--- src/hdl/assert_macros.svh ---
// ----------------------------------------------------------------------------
// Assertion macros
// Shared helpers for the concurrent checks, clocked on clk and disabled
// while rst_n is low.
// ----------------------------------------------------------------------------
`ifndef ASSERT_MACROS_SVH
`define ASSERT_MACROS_SVH

// The property must hold at every rising edge outside reset.
`define ASSERT_ALWAYS(label, prop, msg) \
    label: assert property (@(posedge clk) disable iff (!rst_n) (prop)) else $error(msg);

// The condition must never be true at a rising edge outside reset.
`define ASSERT_NEVER(label, cond, msg) \
    label: assert property (@(posedge clk) disable iff (!rst_n) !(cond)) else $error(msg);

`endif

--- src/hdl/bdq_pkg.sv ---
// ----------------------------------------------------------------------------
// Bounded deque package
// Transaction types, action codes and status codes shared by the deque blocks.
// ----------------------------------------------------------------------------
package bdq_pkg;

    localparam int ACTION_BITS = 3;
    localparam int VALUE_BITS  = 32;
    localparam int COUNT_BITS  = 9;

    // Action codes carried in the input transaction.
    localparam logic [ACTION_BITS-1:0] ACT_PUSH_FRONT   = 3'd0;
    localparam logic [ACTION_BITS-1:0] ACT_PUSH_BACK    = 3'd1;
    localparam logic [ACTION_BITS-1:0] ACT_POP_FRONT    = 3'd2;
    localparam logic [ACTION_BITS-1:0] ACT_CURSOR_FIRST = 3'd3;
    localparam logic [ACTION_BITS-1:0] ACT_CURSOR_NEXT  = 3'd4;
    localparam logic [ACTION_BITS-1:0] ACT_CURSOR_WRITE = 3'd5;

    // Status reported with every result.
    typedef enum logic [1:0] {
        ST_DONE     = 2'd0,
        ST_FULL     = 2'd1,
        ST_EMPTY    = 2'd2,
        ST_PAST_END = 2'd3
    } status_t;

    typedef struct packed {
        logic [ACTION_BITS-1:0]       action;
        logic signed [VALUE_BITS-1:0] value;
    } bdq_in_t;

    typedef struct packed {
        logic signed [VALUE_BITS-1:0] front_value;
        logic [COUNT_BITS-1:0]        entry_count;
        logic signed [VALUE_BITS-1:0] cursor_value;
        logic                         cursor_past_end;
        status_t                      status;
    } bdq_out_t;

    // Queue state after a step, apart from the stored elements.
    typedef struct packed {
        logic [COUNT_BITS-1:0] entry_count;
        logic                  empty;
        logic                  past_end;
        status_t               status;
    } bdq_meta_t;

endpackage

--- src/hdl/bdq_ctrl.sv ---
// ----------------------------------------------------------------------------
// Deque pointer control
// Holds front slot, count and cursor, decodes one action per step and
// drives the element store's write and read addresses.
// ----------------------------------------------------------------------------
module bdq_ctrl
    import bdq_pkg::*;
#(
    parameter int DEPTH        = 256,
    parameter int ELEMENT_BITS = 32,
    localparam int AW          = (DEPTH > 1) ? $clog2(DEPTH) : 1,
    localparam int CW          = $clog2(DEPTH + 1)
) (
    input  logic                    clk,
    input  logic                    rst_n,
    input  logic                    step,
    input  logic [ACTION_BITS-1:0]  action,
    input  logic [ELEMENT_BITS-1:0] elem,
    output logic                    wr_en,
    output logic [AW-1:0]           wr_addr,
    output logic [ELEMENT_BITS-1:0] wr_data,
    output logic [AW-1:0]           rd_front_addr,
    output logic [AW-1:0]           rd_cursor_addr,
    output bdq_meta_t               meta
);

    localparam logic [AW-1:0] LAST_SLOT = AW'(DEPTH - 1);
    localparam logic [CW:0]   DEPTH_W   = (CW + 1)'(DEPTH);

    logic [AW-1:0] front_reg, front_next;
    logic [CW-1:0] count_reg, count_next;
    logic [AW-1:0] cursor_reg, cursor_next;
    logic          past_end_reg, past_end_next;

    logic          full;
    logic          empty;
    logic [AW-1:0] front_dec;
    logic [AW-1:0] front_inc;
    logic [AW-1:0] cursor_inc;
    logic [CW:0]   tail_sum;
    logic [AW-1:0] tail_slot;
    logic [AW-1:0] last_slot;
    status_t       status;

    // Neighbor slots on the ring.
    always_comb
    begin
        full       = (count_reg == CW'(DEPTH));
        empty      = (count_reg == '0);
        front_dec  = (front_reg == '0) ? LAST_SLOT : front_reg - 1'b1;
        front_inc  = (front_reg == LAST_SLOT) ? '0 : front_reg + 1'b1;
        cursor_inc = (cursor_reg == LAST_SLOT) ? '0 : cursor_reg + 1'b1;
        tail_sum   = (CW + 1)'(front_reg) + (CW + 1)'(count_reg);
        if (tail_sum >= DEPTH_W)
        begin
            tail_sum = tail_sum - DEPTH_W;
        end
        tail_slot  = tail_sum[AW-1:0];
        last_slot  = (tail_slot == '0) ? LAST_SLOT : tail_slot - 1'b1;
    end

    // Action decode.
    always_comb
    begin
        front_next    = front_reg;
        count_next    = count_reg;
        cursor_next   = cursor_reg;
        past_end_next = past_end_reg;
        wr_en         = 1'b0;
        wr_addr       = cursor_reg;
        status        = ST_DONE;
        case (action)
            ACT_PUSH_FRONT:
            begin
                if (full)
                begin
                    status = ST_FULL;
                end
                else
                begin
                    front_next = front_dec;
                    count_next = count_reg + 1'b1;
                    wr_en      = step;
                    wr_addr    = front_dec;
                end
            end
            ACT_PUSH_BACK:
            begin
                if (full)
                begin
                    status = ST_FULL;
                end
                else
                begin
                    count_next = count_reg + 1'b1;
                    wr_en      = step;
                    wr_addr    = tail_slot;
                end
            end
            ACT_POP_FRONT:
            begin
                if (empty)
                begin
                    status = ST_EMPTY;
                end
                else
                begin
                    front_next = front_inc;
                    count_next = count_reg - 1'b1;
                    // Popping the entry under the cursor moves it to the new front, or past the end if none is left.
                    if (!past_end_reg && cursor_reg == front_reg)
                    begin
                        cursor_next   = front_inc;
                        past_end_next = (count_reg == CW'(1));
                    end
                end
            end
            ACT_CURSOR_FIRST:
            begin
                cursor_next   = front_reg;
                past_end_next = empty;
            end
            ACT_CURSOR_NEXT:
            begin
                if (past_end_reg)
                begin
                    status = ST_PAST_END;
                end
                else if (empty || cursor_reg == last_slot)
                begin
                    past_end_next = 1'b1;
                end
                else
                begin
                    cursor_next = cursor_inc;
                end
            end
            ACT_CURSOR_WRITE:
            begin
                if (past_end_reg)
                begin
                    status = ST_PAST_END;
                end
                else
                begin
                    wr_en   = step;
                    wr_addr = cursor_reg;
                end
            end
            default:
            begin
            end
        endcase
    end

    assign wr_data        = elem;
    assign rd_front_addr  = front_next;
    assign rd_cursor_addr = cursor_next;

    // Result summary for the output stage.
    always_comb
    begin
        meta.entry_count = COUNT_BITS'(count_next);
        meta.empty       = (count_next == '0);
        meta.past_end    = past_end_next;
        meta.status      = status;
    end

    // Pointer state.
    always_ff @(posedge clk or negedge rst_n)
    begin
        if (!rst_n)
        begin
            front_reg    <= '0;
            count_reg    <= '0;
            cursor_reg   <= '0;
            past_end_reg <= 1'b1;
        end
        else if (step)
        begin
            front_reg    <= front_next;
            count_reg    <= count_next;
            cursor_reg   <= cursor_next;
            past_end_reg <= past_end_next;
        end
    end

endmodule
--- config.mk ---
export PLATFORM = sky130hd
export DESIGN_NAME = bdq_ctrl
export DESIGN_NICKNAME = d
export VERILOG_FILES = /design/src/hdl/assert_macros.svh /design/src/hdl/bdq_pkg.sv /design/src/hdl/bdq_ctrl.sv
export SDC_FILE = /design/constraint.sdc
export NUM_CORES = 1
export LEC_CHECK = 0
export ABC_AREA = 1
export BUFFER_PORTS_ARGS = -buffer_cell sky130_fd_sc_hd__buf_2
export CAP_MARGIN = 5
export CORE_ASPECT_RATIO = 1.2
export CORE_MARGIN = 8
export CORE_UTILIZATION = 35
export DETAILED_ROUTE_END_ITERATION = 10
export PLACE_DENSITY = 0.61
export SLEW_MARGIN = 20
export SYNTH_ARGS = -nofsm -noshare
export SYNTH_HDL_FRONTEND = slang
export SYNTH_SLANG_ARGS = --single-unit
--- constraint.sdc ---
create_clock -name clk -period 3.4 [get_ports clk]
set_input_delay 0.17 -clock clk [delete_from_list [all_inputs] [get_ports clk]]
set_output_delay 0.17 -clock clk [all_outputs]
set_load 0.1 [all_outputs]
==> results of run 1 <==
## routing by layer
layer  up-vias  wire [um]  global-route usage
met3        38       1080              0.0391
met1      2089       6230               0.237
met4         0        548              0.0927
met2       202       6980               0.325
met5         -          0                   0
li1       2119          -                   -
## Yosys cell counts, types with 8 or more instances
master,number
nor2_1,44
o21ai_0,58
buf_4,34
a21boi_1,8
nand4_1,11
o211ai_1,15
nor3_1,8
a21oi_1,19
ha_1,14
nand3_1,43
nand3_2,9
nand2_2,11
dfrtp_1,25
nand2_1,141
xor2_1,14
xnor2_1,11
inv_1,73
## worst max-delay path: stages (launching register included)
cell	delay [ps]
dfrtp_1	370
ha_2	190
inv_2	40
fa_2	570
nand2_2	80
a21oi_4	160
buf_6	120
nand3_1	90
nor2_1	100
nand3b_1	110
nand2_1	70
nand2_1	50
nand2_2	100
nor2_4	40
nand2_4	140
nand2_8	100
o21ai_2	190
nand3_2	120
a21boi_4	200
buf_12	190
## power groups by stage
stage	Sequential [mW]	Combinational [mW]	Clock, mW
finish	0.561	4.53	0.380
global route	0.575	4.87	0.397
CTS	0.557	4.34	0.383
detailed placement	0.565	4.12	0
global placement	0.564	4.10	0
floorplan	0.504	3.40	0
## layout make-up
type | instances | area, um2
Fill cell | 1169 | 6110
Clock buffer | 3 | 75.1
Sequential cell | 26 | 653
Inverter | 85 | 324
Clock inverter | 1 | 30.0
Tap cell | 154 | 193
Multi-Input combinational cell | 463 | 2970
Timing Repair Buffer | 83 | 736
## logic make-up after synthesis
family / Yosys count
xor gates and xnor gates: 26
DFF: 26
AOI/OAI and AO/OA: 130
and+or+nand+nor: 291
adders and majority gates: 15
buffers and inverters: 139
## through the flow
step            util  hold WS [ps]
6_report       0.449           340
5_1_grt        0.449           340
4_1_cts        0.436           341
3_5_place_dp   0.407           254
3_3_place_gp   0.407           242
2_1_floorplan      -          -126
## how the worst min path moves through the flow
stage              from           end  slack [ps]  cells past startpoint
2_1_floorplan     rst_n  count_reg[0]        -130                      0
3_3_place_gp      rst_n  front_reg[4]         240                      1
3_5_place_dp      rst_n  front_reg[5]         250                      1
4_1_cts        elem[12]   wr_data[12]         340                      0
5_1_grt        elem[26]   wr_data[26]         340                      0
6_report       elem[11]   wr_data[11]         340                      0
## what timing repair did
item	CTS	global route
cloned	1	0
gates resized for setup	26	31
setup endpoints to repair	9	12
setup buffers	8	5
hold buffers	1	0
pin swaps	12	25
endpoints found under the hold margin	25	0
==> flow_metrics.py, run 1 <==
metrics = {
    "outcome": {
        "status": "finished, violations left",
        "violations": "negative setup slack",
    },
    "timing": {
        "setup-violations-final": 8,
        "period_minus_slack_ps": 3470,
        "fin_skew_ps": 6.17,
        "setup_tns_ps": -268,
        "maxSlewViolCount": 0,
        "setup_ws_ps": -72.9,
        "worst_pin_slew_ps": 1090,
        "fmax_mhz": 288,
        "slew_headroom": 0.272,
        "rsz0062_at_grt": "true",
        "hold_viol": 0,
        "finalCritPeriodShare": 1.02,
    },
    "placement": {
        "post-place-ws_ps": 159,
        "hpwlAfterDp_mm": 11.5,
        "placed_area_mm2": 0.00452,
        "dp_cells": 796,
        "place_congestion": 0.988,
        "port_buffers": 43,
    },
    "clock_network": {
        "clockRootBuffer": "clkbuf_16",
        "cts_buffers": 3,
        "clk_latency_ps": 280,
        "cts_tree": "built",
        "cts_num_sinks": 26,
        "cts_max_level": 1,
        "path_clk_slew_ps": 80,
        "clockBufferDepth": 2,
    },
    "pwr": {
        "clockPowerShare": 0.069,
        "intPower_mw": 2.07,
        "p_seq_frac": 0.103,
        "combinationalPowerShare": 0.828,
        "cellPowerDensity_mw_per_mm2": 1100,
        "p_sw_mw": 3.41,
        "power.total_mw": 5.47,
        "ir_drop_v": 0.000760,
        "p_leak_nw": 2.25,
        "switching_share": 0.622,
    },
    "die": {
        "initial_core_util": 0.359,
        "coreArea_mm2": 0.0111,
        "die_x_um": 113,
        "die_h_um": 133,
        "io_pins": 108,
        "rows": 42,
        "die-area_mm2": 0.0151,
    },
    "worst_setup_path": {
        "r2r_setup_slack_ps": 240,
        "cp-start-kind": "flop",
        "crit_path_end_kind": "output port",
        "cp.arrival_ps": 3300,
        "timing.rr.start": "front_reg[0]",
        "crit_fanout": 6,
        "critical_path_required_ps": 3230,
        "crit_type": "flop to output port",
        "setup.worst_path.start": "front_reg[0]",
        "crit_end": "rd_cursor_addr[6]",
        "rr_endpoint": "cursor_reg[6]",
        "r2r_cells": 22,
    },
    "synthesis": {
        "synth-simple-area-share": 0.349,
        "synth_edf_count": 0,
        "synth.top_cells.by_area": "dfrtp_1 (16%), nand2_1 (13%), o21ai_0 (7.3%)",
        "yosysWarnings": 0,
        "synth_fp_nets": 680,
        "muxShareOfSynthArea": 0,
        "ys_async_sr_fraction": 1.00,
        "synth-xor-area-share": 0.0591,
        "yosysUniqueCellTypes": 47,
        "yosysSeqAreaShare": 0.164,
        "synth.avg_cell_area_um2": 6.35,
        "ys_seq_elements": 26,
        "netlist_area_mm2": 0.00398,
        "syn_inst": 627,
        "synth_top_cell_by_area": "dfrtp_1",
        "synth_compound_area_frac": 0.200,
        "synthFlopType": "dfrtp_1",
        "synthAdderAreaFrac": 0.0490,
        "synth_top_area_share": 0.157,
        "synth_top_family_by_area": "simple AND/OR/NAND/NOR gates",
    },
    "routing": {
        "viasPerCell": 5.46,
        "vias": 4448,
        "first_iter_violations": 332,
        "wl_mm": 14.8,
        "firstDrtPassIters": 5,
        "ant_nets": 0,
        "wl_per_cell_um": 18.2,
        "drc": 0,
    },
    "finish": {
        "area_growth_pct": 25.1,
        "finalNetCount": 715,
        "layout_commonest_cell": "nand2_1",
        "drive_gt1_frac": 0.289,
        "num_antenna_cells": 0,
        "fin_cells": 815,
        "largest_reg_flops": 9,
        "final_cell_mix": "nand2_1 (129), inv_1 (65), o21ai_0 (53), nor2_1 (41), buf_4 (37)",
        "final_area_mm2": 0.00498,
    },
    "global_route": {
        "overflow": 0,
        "grtUsageTotal": 0.196,
        "grt_pass1_wl_mm": 23.5,
        "grt_max_degree": 44,
        "grt_pass1_vias": 4441,
        "grt_antenna_before_repair": 0,
    },
    "min_path": {
        "hold_path.class": "input pin to output port",
    },
    "flow_run": {
        "drv_cap": 0,
    },
}
Power figures use the tool's default switching activity.
==> inputs of run 2 (changes only) <==
--- a/config.mk
+++ b/config.mk
@@ -6,13 +6,13 @@
 export NUM_CORES = 1
 export LEC_CHECK = 0
 export ABC_AREA = 1
-export BUFFER_PORTS_ARGS = -buffer_cell sky130_fd_sc_hd__buf_2
 export CAP_MARGIN = 5
 export CORE_ASPECT_RATIO = 1.2
 export CORE_MARGIN = 8
 export CORE_UTILIZATION = 35
 export DETAILED_ROUTE_END_ITERATION = 10
-export PLACE_DENSITY = 0.61
+export DONT_BUFFER_PORTS = 1
+export PLACE_DENSITY = 0.53
 export SLEW_MARGIN = 20
 export SYNTH_ARGS = -nofsm -noshare
 export SYNTH_HDL_FRONTEND = slang
==> run 2 against run 1 <==
  * The run still ends with negative setup slack left
  * Flip-flop and latch count stayed put
  * Combinational power hardly changed
  * Cell count is 0.98% lower
  * Clock skew about the same
  * Largest power group unchanged
  * Critical path type unchanged
  * Global-route usage down 0.46 points
  * Power down 0.49%
  * Non-clock buffer count is 8 lower
==> flow_metrics.py, run 2 (synthesis results as in run 1) <==
metrics = {
    "clock_network": {
        "cts_tree": "built",
        "cts_buffers": 3,
        "path_clk_slew_ps": 80,
        "clockBufferDepth": 2,
        "clockRootBuffer": "clkbuf_16",
        "cts_max_level": 1,
        "cts_num_sinks": 26,
        "clk_latency_ps": 280,
    },
    "min_path": {
        "hold_path.class": "input pin to flop",
    },
    "pwr": {
        "ir_drop_v": 0.000781,
        "cellPowerDensity_mw_per_mm2": 1070,
        "p_leak_nw": 2.26,
    },
    "timing": {
        "rsz0062_at_grt": "true",
        "hold_viol": 0,
        "fmax_mhz": 289,
        "slew_headroom": 0.366,
        "fin_skew_ps": 5.86,
        "setup_ws_ps": -64.5,
        "setup-violations-final": 8,
        "maxSlewViolCount": 0,
        "worst_pin_slew_ps": 948,
        "period_minus_slack_ps": 3460,
        "whs_ps": 10.3,
        "finalCritPeriodShare": 1.02,
    },
    "worst_setup_path": {
        "crit_slowest_cell": "fa_2",
        "crit_fanout": 5,
        "crit_top_cell": "nor2_4",
        "path_cells": "ha_2, inv_2, fa_2, ha_4, inv_2, nor2_4, nand3_4, nor2_4, nand3_2, nand2_1, nand2_1, nand2_2, nor2_4, nand2_4, nand2_4, o21ai_2, nand3_4, a21boi_4, buf_12",
        "critical_path_required_ps": 3230,
        "crit_type": "flop to output port",
        "max_stage_delay_ps": 580,
        "crit_path_end_kind": "output port",
        "r2r_setup_slack_ps": 340,
        "cp.arrival_ps": 3290,
        "cp-start-kind": "flop",
    },
    "placement": {
        "dp_cells": 788,
        "place_congestion": 0.958,
        "port_buffers": 0,
        "hpwlAfterDp_mm": 11.0,
    },
    "finish": {
        "largest_reg_flops": 9,
        "finalNetCount": 707,
        "final_cell_mix": "nand2_1 (131), inv_1 (66), buf_4 (57), o21ai_0 (53), nor2_1 (40)",
        "num_antenna_cells": 0,
        "drive_gt1_frac": 0.305,
        "layout_commonest_cell": "nand2_1",
        "area_growth_pct": 27.8,
        "fin_cells": 807,
    },
    "die": {
        "die_x_um": 113,
        "die-area_mm2": 0.0151,
        "io_pins": 108,
        "die_h_um": 133,
        "rows": 42,
        "coreArea_mm2": 0.0111,
        "initial_core_util": 0.359,
    },
    "routing": {
        "drc": 0,
        "viasPerCell": 5.46,
        "wl_mm": 14.6,
        "first_iter_violations": 350,
        "wl_per_cell_um": 18.1,
        "firstDrtPassIters": 6,
        "vias": 4407,
        "ant_nets": 0,
    },
    "global_route": {
        "grt_max_degree": 30,
        "grtUsageTotal": 0.192,
        "overflow": 0,
        "grt_pass1_vias": 4253,
        "grt_pass1_wl_mm": 23.0,
        "grt_antenna_before_repair": 0,
    },
    "outcome": {
        "status": "finished, violations left",
        "violations": "negative setup slack",
    },
    "flow_run": {
        "drv_cap": 0,
    },
}
==> run 2: worst max-delay path: cells and delay by family, from the launching register on <==
kind            cells  cell delay [ps]
compound gates      2              390
flops               1              370
buf+inv             3              270
fa+ha+maj           3              930
simple gates       11             1050
==> run 2: stage by stage <==
| stage | power (mW) | setup TNS (ps) | setup slack, ps | utilization | area (um2) |
|---|---|---|---|---|---|
| after floorplan | 3.90 | -2390 | -2390 | - | 4100 |
| after global placement | 4.73 | 0 | 235 | 0.420 | 4660 |
| after detailed placement | 4.75 | 0 | 165 | 0.420 | 4660 |
| after CTS | 5.26 | -472 | -79.7 | 0.447 | 4950 |
| after global routing | 5.80 | -1950 | -252 | 0.459 | 5090 |
| final | 5.45 | -282 | -64.5 | 0.459 | 5090 |
==> run 2: cell type report <==
type / count / area (um2)
fillers: 1104 / 6000
multi-input cells: 463 / 3050
repair buffers: 75 / 778
flip-flops and latches: 26 / 652
inverters: 85 / 324
well taps: 154 / 193
clock buffers: 4 / 88.8
==> run 2: metal layers <==
layer,part of all wire,track usage,vias to the layer above,wire [um]
met2,0.48,0.321,188,7060
met1,0.43,0.242,2094,6240
met3,0.065,0.0310,27,945
met5,0,0,-,0
met4,0.023,0.0660,0,337
li1,-,-,2098,-
==> run 2: worst paths after layout <==
check,depth (start not counted),to,startpoint
min,1,count_reg[7],step
max,19,rd_cursor_addr[3],front_reg[0]
max reg2reg,22,cursor_reg[5],front_reg[0]
min reg2reg,2,count_reg[8],count_reg[8]
min in group asynchronous,2,front_reg[5],rst_n
max in group asynchronous,2,past_end_reg,rst_n
==> run 2: power breakdown <==
part	switching [mW]	leakage (nW)	internal [mW]	total, mW
Combinational	3.09	1.88	1.47	4.55
Clock	0.142	0.0442	0.182	0.323
Sequential	0.163	0.331	0.408	0.571
Total	3.39	2.26	2.06	5.45
==> run 2: repair_timing <==
| action | CTS | global route |
|---|---|---|
| gates cloned | 1 | 0 |
| hold buffers | 3 | 0 |
| hold endpoints to repair | 40 | 0 |
| setup buffers | 6 | 5 |
| resized for setup | 24 | 26 |
| pin swaps | 13 | 19 |
| endpoints found under the setup margin | 9 | 15 |
